==> src/rtl/fdss_pkg.sv <==
// shared types, constants and helper functions of the seven-segment scanner
`timescale 1ns / 1ps
package fdss_pkg;

  // field widths
  localparam int unsigned ValueW = 14;
  localparam int unsigned DigitW = 4;
  localparam int unsigned NumDigits = 4;
  localparam int unsigned PosW = 2;
  localparam int unsigned SegW = 8;
  localparam int unsigned HundredsW = 7;

  // command codes on the input channel
  localparam logic CmdLoad = 1'b0;
  localparam logic CmdTick = 1'b1;

  // value range and digit split constants
  localparam logic [ValueW-1:0] MaxShown = 14'd9999;
  localparam logic [12:0] RecipHundred = 13'd5243;  // 2^19 / 100, rounded up
  localparam int unsigned RecipHundredShift = 19;
  localparam logic [7:0] RecipTen = 8'd205;          // 2^11 / 10, rounded up
  localparam logic [6:0] Hundred = 7'd100;
  localparam logic [6:0] Ten = 7'd10;

  // display weights of the upper three positions
  localparam logic [ValueW-1:0] WeightTens = 14'd10;
  localparam logic [ValueW-1:0] WeightHundreds = 14'd100;
  localparam logic [ValueW-1:0] WeightThousands = 14'd1000;

  // scan positions
  localparam logic [PosW-1:0] PosOnes = 2'd0;
  localparam logic [PosW-1:0] PosTens = 2'd1;
  localparam logic [PosW-1:0] PosHundreds = 2'd2;
  localparam logic [PosW-1:0] PosThousands = 2'd3;

  // active-low segment patterns, decimal point in bit 7
  localparam logic [SegW-1:0] SegZero = 8'b11000000;
  localparam logic [SegW-1:0] SegOne = 8'b11111001;
  localparam logic [SegW-1:0] SegTwo = 8'b10100100;
  localparam logic [SegW-1:0] SegThree = 8'b10110000;
  localparam logic [SegW-1:0] SegFour = 8'b10011001;
  localparam logic [SegW-1:0] SegFive = 8'b10010010;
  localparam logic [SegW-1:0] SegSix = 8'b10000010;
  localparam logic [SegW-1:0] SegSeven = 8'b11111000;
  localparam logic [SegW-1:0] SegEight = 8'b10000000;
  localparam logic [SegW-1:0] SegNine = 8'b10010000;
  localparam logic [SegW-1:0] SegBlank = 8'b11111111;
  localparam logic [SegW-1:0] DpLitMask = 8'b01111111;

  // kind of a queued request
  typedef enum logic {
    KindLoad = 1'b0,
    KindTick = 1'b1
  } kind_e;

  // one queue entry: a classified request with its digits already split
  typedef struct packed {
    kind_e kind;
    logic [NumDigits-1:0][DigitW-1:0] digits;
    logic [ValueW-1:0] value;
  } entry_t;

  // split 0..99 into tens and ones, returned as {tens, ones}
  function automatic logic [2*DigitW-1:0] split99(input logic [6:0] x);
    logic [14:0] prod;
    logic [DigitW-1:0] tens;
    logic [6:0] rest;
    prod = 15'(x) * 15'(RecipTen);
    tens = prod[14:11];
    rest = x - 7'(tens) * Ten;
    return {tens, rest[DigitW-1:0]};
  endfunction

  // seven-segment pattern of one bcd digit
  function automatic logic [SegW-1:0] seg_lut(input logic [DigitW-1:0] d);
    logic [SegW-1:0] seg;
    unique case (d)
      4'd0:    seg = SegZero;
      4'd1:    seg = SegOne;
      4'd2:    seg = SegTwo;
      4'd3:    seg = SegThree;
      4'd4:    seg = SegFour;
      4'd5:    seg = SegFive;
      4'd6:    seg = SegSix;
      4'd7:    seg = SegSeven;
      4'd8:    seg = SegEight;
      4'd9:    seg = SegNine;
      default: seg = SegBlank;
    endcase
    return seg;
  endfunction

  // true when the shown value reaches the weight of the position; ones is always lit
  function automatic logic pos_lit(input logic [PosW-1:0] pos,
                                   input logic [ValueW-1:0] shown);
    logic lit;
    unique case (pos)
      PosOnes:      lit = 1'b1;
      PosTens:      lit = (shown >= WeightTens);
      PosHundreds:  lit = (shown >= WeightHundreds);
      PosThousands: lit = (shown >= WeightThousands);
      default:      lit = 1'b1;
    endcase
    return lit;
  endfunction

endpackage

==> src/rtl/fdss_front.sv <==
// front end: accepts requests, clamps values and splits them into bcd digits
`timescale 1ns / 1ps
module fdss_front #(
  parameter int unsigned Depth = 4,
  parameter int unsigned CntW = 3
) (
  input  logic                         clk_i,
  input  logic                         rst_ni,
  input  logic                         in_valid_i,
  output logic                         in_stall_o,
  input  logic                         cmd_i,
  input  logic [fdss_pkg::ValueW-1:0]  value_i,
  input  logic [CntW-1:0]              level_i,
  output logic                         push_o,
  output fdss_pkg::entry_t             entry_o
);
  import fdss_pkg::*;

  logic                  accept;
  logic [ValueW-1:0]     clamped;
  logic [26:0]           prod;
  logic [CntW:0]         in_flight;
  logic                  s1_valid_q, s1_valid_d;
  kind_e                 s1_kind_q, s1_kind_d;
  logic [ValueW-1:0]     s1_value_q, s1_value_d;
  logic [HundredsW-1:0]  s1_hi_q, s1_hi_d;
  logic [ValueW-1:0]     lo_full;
  logic [2*DigitW-1:0]   hi_digits, lo_digits;

  // hold off when the stage register and the queue could overfill
  assign in_flight  = {1'b0, level_i} + (CntW+1)'(s1_valid_q);
  assign in_stall_o = (in_flight >= (CntW+1)'(Depth));
  assign accept     = in_valid_i && !in_stall_o;

  // clamp and divide by one hundred through the reciprocal
  assign clamped = (value_i > MaxShown) ? MaxShown : value_i;
  assign prod    = 27'(clamped) * 27'(RecipHundred);

  always_comb begin
    s1_valid_d = accept;
    s1_kind_d  = (cmd_i == CmdTick) ? KindTick : KindLoad;
    s1_value_d = clamped;
    s1_hi_d    = prod[RecipHundredShift +: HundredsW];
  end

  // stage register, control
  always_ff @(posedge clk_i or negedge rst_ni) begin
    if (!rst_ni) begin
      s1_valid_q <= 1'b0;
    end else begin
      s1_valid_q <= s1_valid_d;
    end
  end

  // stage register, payload
  always_ff @(posedge clk_i) begin
    if (accept) begin
      s1_kind_q  <= s1_kind_d;
      s1_value_q <= s1_value_d;
      s1_hi_q    <= s1_hi_d;
    end
  end

  // remainder below one hundred, then both halves into two digits each
  assign lo_full   = s1_value_q - 14'(s1_hi_q) * 14'(Hundred);
  assign hi_digits = split99(s1_hi_q);
  assign lo_digits = split99(lo_full[HundredsW-1:0]);

  always_comb begin
    entry_o.kind      = s1_kind_q;
    entry_o.value     = s1_value_q;
    entry_o.digits[0] = lo_digits[DigitW-1:0];
    entry_o.digits[1] = lo_digits[2*DigitW-1:DigitW];
    entry_o.digits[2] = hi_digits[DigitW-1:0];
    entry_o.digits[3] = hi_digits[2*DigitW-1:DigitW];
  end

  assign push_o = s1_valid_q;

  // the stage register and the queue never hold more than the queue depth
  a_no_overfill: assert property (@(posedge clk_i) disable iff (!rst_ni)
    in_flight <= (CntW+1)'(Depth))
    else $error("front: requests in flight exceed queue depth");

endmodule

==> src/rtl/fdss_fifo.sv <==
// short request queue between the front end and the scan back end
`timescale 1ns / 1ps
module fdss_fifo #(
  parameter int unsigned Depth = 4,
  parameter int unsigned CntW = 3
) (
  input  logic              clk_i,
  input  logic              rst_ni,
  input  logic              push_i,
  input  fdss_pkg::entry_t  data_i,
  input  logic              pop_i,
  output logic              valid_o,
  output fdss_pkg::entry_t  data_o,
  output logic [CntW-1:0]   count_o
);
  import fdss_pkg::*;

  localparam int unsigned PtrW = (Depth > 1) ? $clog2(Depth) : 1;

  entry_t             mem_q [Depth];
  logic [PtrW-1:0]    wr_ptr_q, wr_ptr_d;
  logic [PtrW-1:0]    rd_ptr_q, rd_ptr_d;
  logic [CntW-1:0]    count_q, count_d;

  // pointer and fill count update
  always_comb begin
    wr_ptr_d = wr_ptr_q;
    rd_ptr_d = rd_ptr_q;
    count_d  = count_q;
    if (push_i) begin
      wr_ptr_d = (wr_ptr_q == PtrW'(Depth - 1)) ? '0 : wr_ptr_q + 1'b1;
    end
    if (pop_i) begin
      rd_ptr_d = (rd_ptr_q == PtrW'(Depth - 1)) ? '0 : rd_ptr_q + 1'b1;
    end
    if (push_i && !pop_i) begin
      count_d = count_q + 1'b1;
    end else if (!push_i && pop_i) begin
      count_d = count_q - 1'b1;
    end
  end

  always_ff @(posedge clk_i or negedge rst_ni) begin
    if (!rst_ni) begin
      wr_ptr_q <= '0;
      rd_ptr_q <= '0;
      count_q  <= '0;
    end else begin
      wr_ptr_q <= wr_ptr_d;
      rd_ptr_q <= rd_ptr_d;
      count_q  <= count_d;
    end
  end

  // entry storage
  always_ff @(posedge clk_i) begin
    if (push_i) begin
      mem_q[wr_ptr_q] <= data_i;
    end
  end

  assign data_o  = mem_q[rd_ptr_q];
  assign valid_o = (count_q != '0);
  assign count_o = count_q;

  // queue never written when full nor read when empty
  a_no_push_full: assert property (@(posedge clk_i) disable iff (!rst_ni)
    push_i && !pop_i |-> count_q < CntW'(Depth))
    else $error("fifo: push into a full queue");

  a_no_pop_empty: assert property (@(posedge clk_i) disable iff (!rst_ni)
    pop_i |-> count_q != '0)
    else $error("fifo: pop from an empty queue");

endmodule

==> src/rtl/fdss_back.sv <==
// back end: holds the display digits and drives one position per scan tick
`timescale 1ns / 1ps
module fdss_back (
  input  logic                                 clk_i,
  input  logic                                 rst_ni,
  input  logic                                 q_valid_i,
  input  fdss_pkg::entry_t                     q_data_i,
  output logic                                 q_pop_o,
  output logic                                 out_valid_o,
  input  logic                                 out_stall_i,
  output logic [fdss_pkg::NumDigits-1:0]       digit_enable_o,
  output logic [fdss_pkg::SegW-1:0]            segments_o
);
  import fdss_pkg::*;

  logic [DigitW-1:0]     digit_q [NumDigits];
  logic [DigitW-1:0]     digit_d [NumDigits];
  logic [ValueW-1:0]     shown_q, shown_d;
  logic [PosW-1:0]       pos_q, pos_d;
  logic                  out_valid_q, out_valid_d;
  logic [NumDigits-1:0]  out_en_q, out_en_d;
  logic [SegW-1:0]       out_seg_q, out_seg_d;
  logic                  out_free;
  logic                  pop_load, pop_tick;
  logic [SegW-1:0]       seg_raw;

  // a load always drains; a tick needs room in the output register
  assign out_free = !out_valid_q || !out_stall_i;
  assign pop_load = q_valid_i && (q_data_i.kind == KindLoad);
  assign pop_tick = q_valid_i && (q_data_i.kind == KindTick) && out_free;
  assign q_pop_o  = pop_load || pop_tick;

  assign seg_raw = seg_lut(digit_q[pos_q]);

  // display state and result register update
  always_comb begin
    for (int i = 0; i < NumDigits; i++) begin
      digit_d[i] = digit_q[i];
    end
    shown_d     = shown_q;
    pos_d       = pos_q;
    out_valid_d = out_valid_q && out_stall_i;
    out_en_d    = out_en_q;
    out_seg_d   = out_seg_q;
    if (pop_load) begin
      for (int i = 0; i < NumDigits; i++) begin
        digit_d[i] = q_data_i.digits[i];
      end
      shown_d = q_data_i.value;
    end
    if (pop_tick) begin
      pos_d       = pos_q + 1'b1;
      out_valid_d = 1'b1;
      out_en_d    = pos_lit(pos_q, shown_q) ? (NumDigits'(1) << pos_q) : '0;
      out_seg_d   = (pos_q == PosTens) ? (seg_raw & DpLitMask) : seg_raw;
    end
  end

  always_ff @(posedge clk_i or negedge rst_ni) begin
    if (!rst_ni) begin
      for (int i = 0; i < NumDigits; i++) begin
        digit_q[i] <= '0;
      end
      shown_q     <= '0;
      pos_q       <= PosOnes;
      out_valid_q <= 1'b0;
    end else begin
      for (int i = 0; i < NumDigits; i++) begin
        digit_q[i] <= digit_d[i];
      end
      shown_q     <= shown_d;
      pos_q       <= pos_d;
      out_valid_q <= out_valid_d;
    end
  end

  // result payload
  always_ff @(posedge clk_i) begin
    out_en_q  <= out_en_d;
    out_seg_q <= out_seg_d;
  end

  assign out_valid_o    = out_valid_q;
  assign digit_enable_o = out_en_q;
  assign segments_o     = out_seg_q;

  // scan position moves by one exactly on a tick
  a_pos_step: assert property (@(posedge clk_i) disable iff (!rst_ni)
    pop_tick |=> pos_q == $past(pos_q) + 1'b1)
    else $error("back: scan position did not advance on a tick");

  a_pos_hold: assert property (@(posedge clk_i) disable iff (!rst_ni)
    !pop_tick |=> $stable(pos_q))
    else $error("back: scan position moved without a tick");

endmodule

==> src/rtl/four_digit_seven_segment_scanner_top.sv <==
// Four-digit multiplexed seven-segment scanner.
//
// Input channel (in_valid_i / in_stall_o): each request carries cmd_i and
// value_i. cmd_i low loads value_i (clamped to 9999) as the new display
// value and gives no result. cmd_i high is a scan tick: it gives one result
// for the next digit position (ones, tens, hundreds, thousands, wrapping).
// Output channel (out_valid_o / out_stall_i): digit_enable_o is one-hot,
// or zero for a blanked leading zero; segments_o is active low with the
// decimal point in bit 7, lit on the tens position.
// A tick's result passes through the front stage register, the queue and
// the output register before it shows on out_valid_o. Throughput is one
// request per cycle while neither in_stall_o nor out_stall_i is raised.
// Reset clears the display value to zero and the scan position to ones.
// While the receiver stalls, the result is held and requests gather in a
// QueueDepth-entry queue; in_stall_o rises once the queue and the front
// stage register together hold QueueDepth requests. Loads drain past a
// stalled output.
`timescale 1ns / 1ps
module four_digit_seven_segment_scanner_top #(
  parameter int unsigned QueueDepth = 4
) (
  input  logic                                clk_i,
  input  logic                                rst_ni,
  input  logic                                in_valid_i,
  output logic                                in_stall_o,
  input  logic                                cmd_i,
  input  logic [fdss_pkg::ValueW-1:0]         value_i,
  output logic                                out_valid_o,
  input  logic                                out_stall_i,
  output logic [fdss_pkg::NumDigits-1:0]      digit_enable_o,
  output logic [fdss_pkg::SegW-1:0]           segments_o
);
  import fdss_pkg::*;

  localparam int unsigned CntW = $clog2(QueueDepth + 1);

  logic              push;
  entry_t            push_entry;
  logic              q_valid;
  entry_t            q_entry;
  logic              q_pop;
  logic [CntW-1:0]   q_count;

  // request intake and digit split
  fdss_front #(
    .Depth (QueueDepth),
    .CntW  (CntW)
  ) u_front (
    .clk_i      (clk_i),
    .rst_ni     (rst_ni),
    .in_valid_i (in_valid_i),
    .in_stall_o (in_stall_o),
    .cmd_i      (cmd_i),
    .value_i    (value_i),
    .level_i    (q_count),
    .push_o     (push),
    .entry_o    (push_entry)
  );

  // decoupling queue
  fdss_fifo #(
    .Depth (QueueDepth),
    .CntW  (CntW)
  ) u_fifo (
    .clk_i   (clk_i),
    .rst_ni  (rst_ni),
    .push_i  (push),
    .data_i  (push_entry),
    .pop_i   (q_pop),
    .valid_o (q_valid),
    .data_o  (q_entry),
    .count_o (q_count)
  );

  // display state and scan output
  fdss_back u_back (
    .clk_i          (clk_i),
    .rst_ni         (rst_ni),
    .q_valid_i      (q_valid),
    .q_data_i       (q_entry),
    .q_pop_o        (q_pop),
    .out_valid_o    (out_valid_o),
    .out_stall_i    (out_stall_i),
    .digit_enable_o (digit_enable_o),
    .segments_o     (segments_o)
  );

endmodule
==> config.mk <==
export PLATFORM = sky130hd
export DESIGN_NAME = four_digit_seven_segment_scanner_top
export DESIGN_NICKNAME = d
export VERILOG_FILES = /design/src/rtl/fdss_pkg.sv /design/src/rtl/fdss_front.sv /design/src/rtl/fdss_fifo.sv /design/src/rtl/fdss_back.sv /design/src/rtl/four_digit_seven_segment_scanner_top.sv
export SDC_FILE = /design/constraint.sdc
export NUM_CORES = 1
export LEC_CHECK = 0
export BUFFER_PORTS_ARGS = -buffer_cell sky130_fd_sc_hd__buf_2
export CAP_MARGIN = 5
export CORE_ASPECT_RATIO = 1.4
export CORE_MARGIN = 8
export CORE_UTILIZATION = 42
export CTS_CLUSTER_DIAMETER = 150
export DETAILED_ROUTE_END_ITERATION = 8
export HOLD_SLACK_MARGIN = 0.03
export PLACE_DENSITY = 0.65
export SYNTH_ARGS = -nofsm -noshare
export SYNTH_HDL_FRONTEND = slang
export SYNTH_SLANG_ARGS = --single-unit
==> constraint.sdc <==
create_clock -name clk_i -period 7.8 [get_ports clk_i]
set_clock_uncertainty 0.2 [all_clocks]
set_input_delay 0.39 -clock clk_i [delete_from_list [all_inputs] [get_ports clk_i]]
set_output_delay 0.39 -clock clk_i [all_outputs]
set_load 0.01 [all_outputs]
==> flow_summary_export.csv <==
group,metric,value,unit
clock_network,cts_resized,0,
floorplan,coreArea,29900,um2
synthesis,ys_ff_latch,194,
drt,vias,7072,
clock_network,cts_buffer_depth,2,
synthesis,synth_common_cells,"181 x ha_1, 154 x edfxtp_1, 143 x inv_1, 74 x fa_1, 40 x dfrtp_1",
placement,place_hpwl,18600,um
floorplan,rows,75,
layout,nNetsFinal,1259,
critical_path,worstSetupPathType,"register to register",
synthesis,synth_xor_area_share,3.50,%
drt,routedWlPerCell,17.2,um
synthesis,yosys.area.top_type,"edfxtp_1",
timing,tightest_slew,0.714,ns
placement,post-place-ws,1.14,ns
global_routing,grt_max_degree,41,
drt,via_per_inst,5.11,
timing,hold_viol_final,0,
global_routing,grt_pass1_wl,39100,um
clock_network,post-cts-setup-buffers,0,
synthesis,synth_nets,1217,
flow_run,drv_cap,0,
timing,setup_tns,0,ns
clock_network,postCtsHoldBufs,3,
synthesis,synth_top_family_by_area,"adder cells",
layout,multi_input_area,6500,um2
floorplan,fp.dieH,222,um
timing,post-route-period-util,84.8,%
global_routing,antenna_found_initial,0,
critical_path,reg2reg_from,"u_front.s1_hi_q[0]",
critical_path,cp-endpoint,"u_fifo.mem_q[3][17]",
timing,min_period,6.62,ns
layout,areaGrowthSynthToFinish,9.77,%
clock_network,cts_tree,"done",
synthesis,synthMuxAreaShare,8.73,%
floorplan,die_w,163,um
floorplan,dieArea,36300,um2
synthesis,ys_warn_count,0,
critical_path,arrival,6.63,ns
drt,drcViolationCount,0,
synthesis,synth_top_area_share,36.2,%
critical_path,critPathMaxFanout,11,
timing,finalSetupViolations,0,
synthesis,yosysSeqAreaShare,44.1,%
clock_network,numCtsBuffers,17,
synthesis,yosys_most_used_dff,"edfxtp_1",
min_path,hold_class,"input pin to register",
drt,drt_iter0_drc,215,
timing,fmax,151,MHz
clock_network,htreeDepth,4,
layout,drive_gt1_share,12.7,%
synthesis,avgSynthCellArea,13.5,um2
outcome,status,"finished clean",
critical_path,cp-startpoint,"u_front.s1_hi_q[0]",
timing,finalMaxSlewViolations,0,
layout,fillerInstances,2637,
synthesis,syn-instance-count,943,
synthesis,synth-edff-count,154,
global_routing,grt.total_usage,13.8,%
global_routing,gr-total-overflow,0,
synthesis,yosysMostFrequentCell,"ha_1",
drt,drtAntennaViolNets,0,
clock_network,clk_latency,0.43,ns
synthesis,yosys.area_share.simple,4.69,%
layout,diodes,0,
synthesis,synth-compound-area-share,4.67,%
timing,max_slew_margin,52.2,%
synthesis,ys_top_cells_by_area,"edfxtp_1 36%, ha_1 18%, fa_1 12%, dfrtp_1 7.8%, mux4_2 5.8%",
drt,dr.pass1.iters,4,
placement,gp_congestion,0.883,
global_routing,grt_pass1_vias,7441,
clock_network,clock_sink_count,194,
synthesis,yosys.area_share.adder,29.4,%
synthesis,ys_async_sr_fraction,20.6,%
critical_path,worstRegToRegCells,22,
synthesis,synth_cell_type_count,55,
critical_path,r2r_slack,1.18,ns
floorplan,io_pins,33,
timing,rsz0062_at_grt,"no",
timing,fin_ws,1.18,ns
critical_path,end_kind,"register",
critical_path,start_kind,"register",
placement,numPortBuffers,32,
critical_path,worstPathRequired,7.82,ns
critical_path,worstReg2RegEnd,"u_fifo.mem_q[3][17]",
clock_network,clock-root-buffer,"clkbuf_16",
floorplan,initial_utilization,42.6,%
layout,seq_area,5630,um2
synthesis,syn-cell-area,12800,um2
clock_network,clk_pin_slew_worst_paths,0.07,ns
drt,routed_wirelength,23800,um
[logic make-up after synthesis]
| logic type | count (synthesis) |
|---|---|
| AO/OA/AOI/OAI | 91 |
| XOR/XNOR | 51 |
| adder cells (fa/ha/maj) | 255 |
| buffers and inverters | 166 |
| flip-flops | 194 |
| multiplexers | 66 |
| AND/OR/NAND/NOR | 120 |
[flip-flops by register name (all words and copies together), names as in the netlist]
name / flops
u_front.s1_hi_q: 7
u_front.push_o: 1
u_back.out_valid_o: 1
u_fifo.count_o: 3
u_back.shown_q: 14
u_fifo.mem_q: 120
u_back.segments_o: 8
u_back.digit_enable_o: 4
u_front.s1_kind_q: 1
u_front.s1_value_q: 14
u_back.digit_q: 15
u_back.pos_q: 2
u_fifo.rd_ptr_q: 2
u_fifo.wr_ptr_q: 2
[how the worst min path moves through the flow]
stage | start | endpoint | cells past startpoint
global placement | u_back.digit_q[4] | u_back.digit_q[4] | 1
finish | value_i[13] | u_front.s1_value_q[13] | 1
global route | value_i[13] | u_front.s1_value_q[13] | 1
floorplan | rst_ni | u_back.digit_q[0] | 0
detailed placement | u_back.digit_q[6] | u_back.digit_q[6] | 1
CTS | value_i[13] | u_front.s1_value_q[13] | 1
[area by class of cell]
| cell class | count | share of cell area, % |
|---|---|---|
| clock inverters | 12 | 0.947 |
| clock buffers | 20 | 3.19 |
| flip-flops and latches | 194 | 40.2 |
| inverters | 143 | 3.83 |
| repair buffers | 46 | 1.98 |
| well taps | 385 | 3.44 |
| multi-input cells | 583 | 46.4 |
[worst max-delay path: stages, from the launching register on]
cell and delay, ns:
edfxtp_1 0.62, ha_1 0.23, inv_1 0.06, fa_1 0.40
a21o_1 0.17, a21oi_1 0.16, xnor2_1 0.23, ha_1 0.21
inv_1 0.05, fa_1 0.48, inv_1 0.05, ha_1 0.30
fa_1 0.40, ha_1 0.32, a2111oi_0 0.57, a311oi_1 0.25
nor2_1 0.41, ha_1 0.22, inv_1 0.05, fa_1 0.38
xnor2_1 0.21, xnor2_1 0.11, xnor2_1 0.32
[through the flow]
stage               util (%)  area, um2  cells  hold WS [ns]
floorplan                  -      12800    943        -0.106
global placement        44.7      13400   1347         0.270
detailed placement      44.7      13400   1347         0.272
CTS                     46.8      14000   1382         0.125
global route            46.8      14000   1383         0.131
finish                  46.8      14000   1383         0.143
[placed cells by master, fill, tap and decap left out, drive strengths merged, types with 2 or more instances in the layout]
cell type and n:
a2111oi 2, a211oi 3, a21boi 5, a21o 15
a21oi 22, a22oi 2, a31o 2, a31oi 7
a41o 2, and2 13, and3 5, buf 42
bufinv 2, clkbuf 20, clkinv 4, clkinvlp 5
dfrtp 40, dlygate4sd3 3, edfxtp 154, fa 74
ha 181, inv 144, mux2 32, mux4 33
nand2 21, nand2b 10, nand3 7, nand4 5
nor2 35, nor3 13, nor4 2, o211ai 4
o21ai 21, or2 3, or3 2, xnor2 38
xor2 13
[metal layers]
metal	part of all wire (%)	global-route usage, %	wire (um)	vias to the layer above
met4	2.1	4.93	490	0
met2	54	24.9	12900	89
li1	-	-	-	3412
met5	0	0	0	-
met3	2.8	2.05	661	28
met1	41	16.1	9780	3543
Power is left out: the tool's default activity adds up to more than one toggle a clock period on the data nets, which glitch-free logic cannot reach.
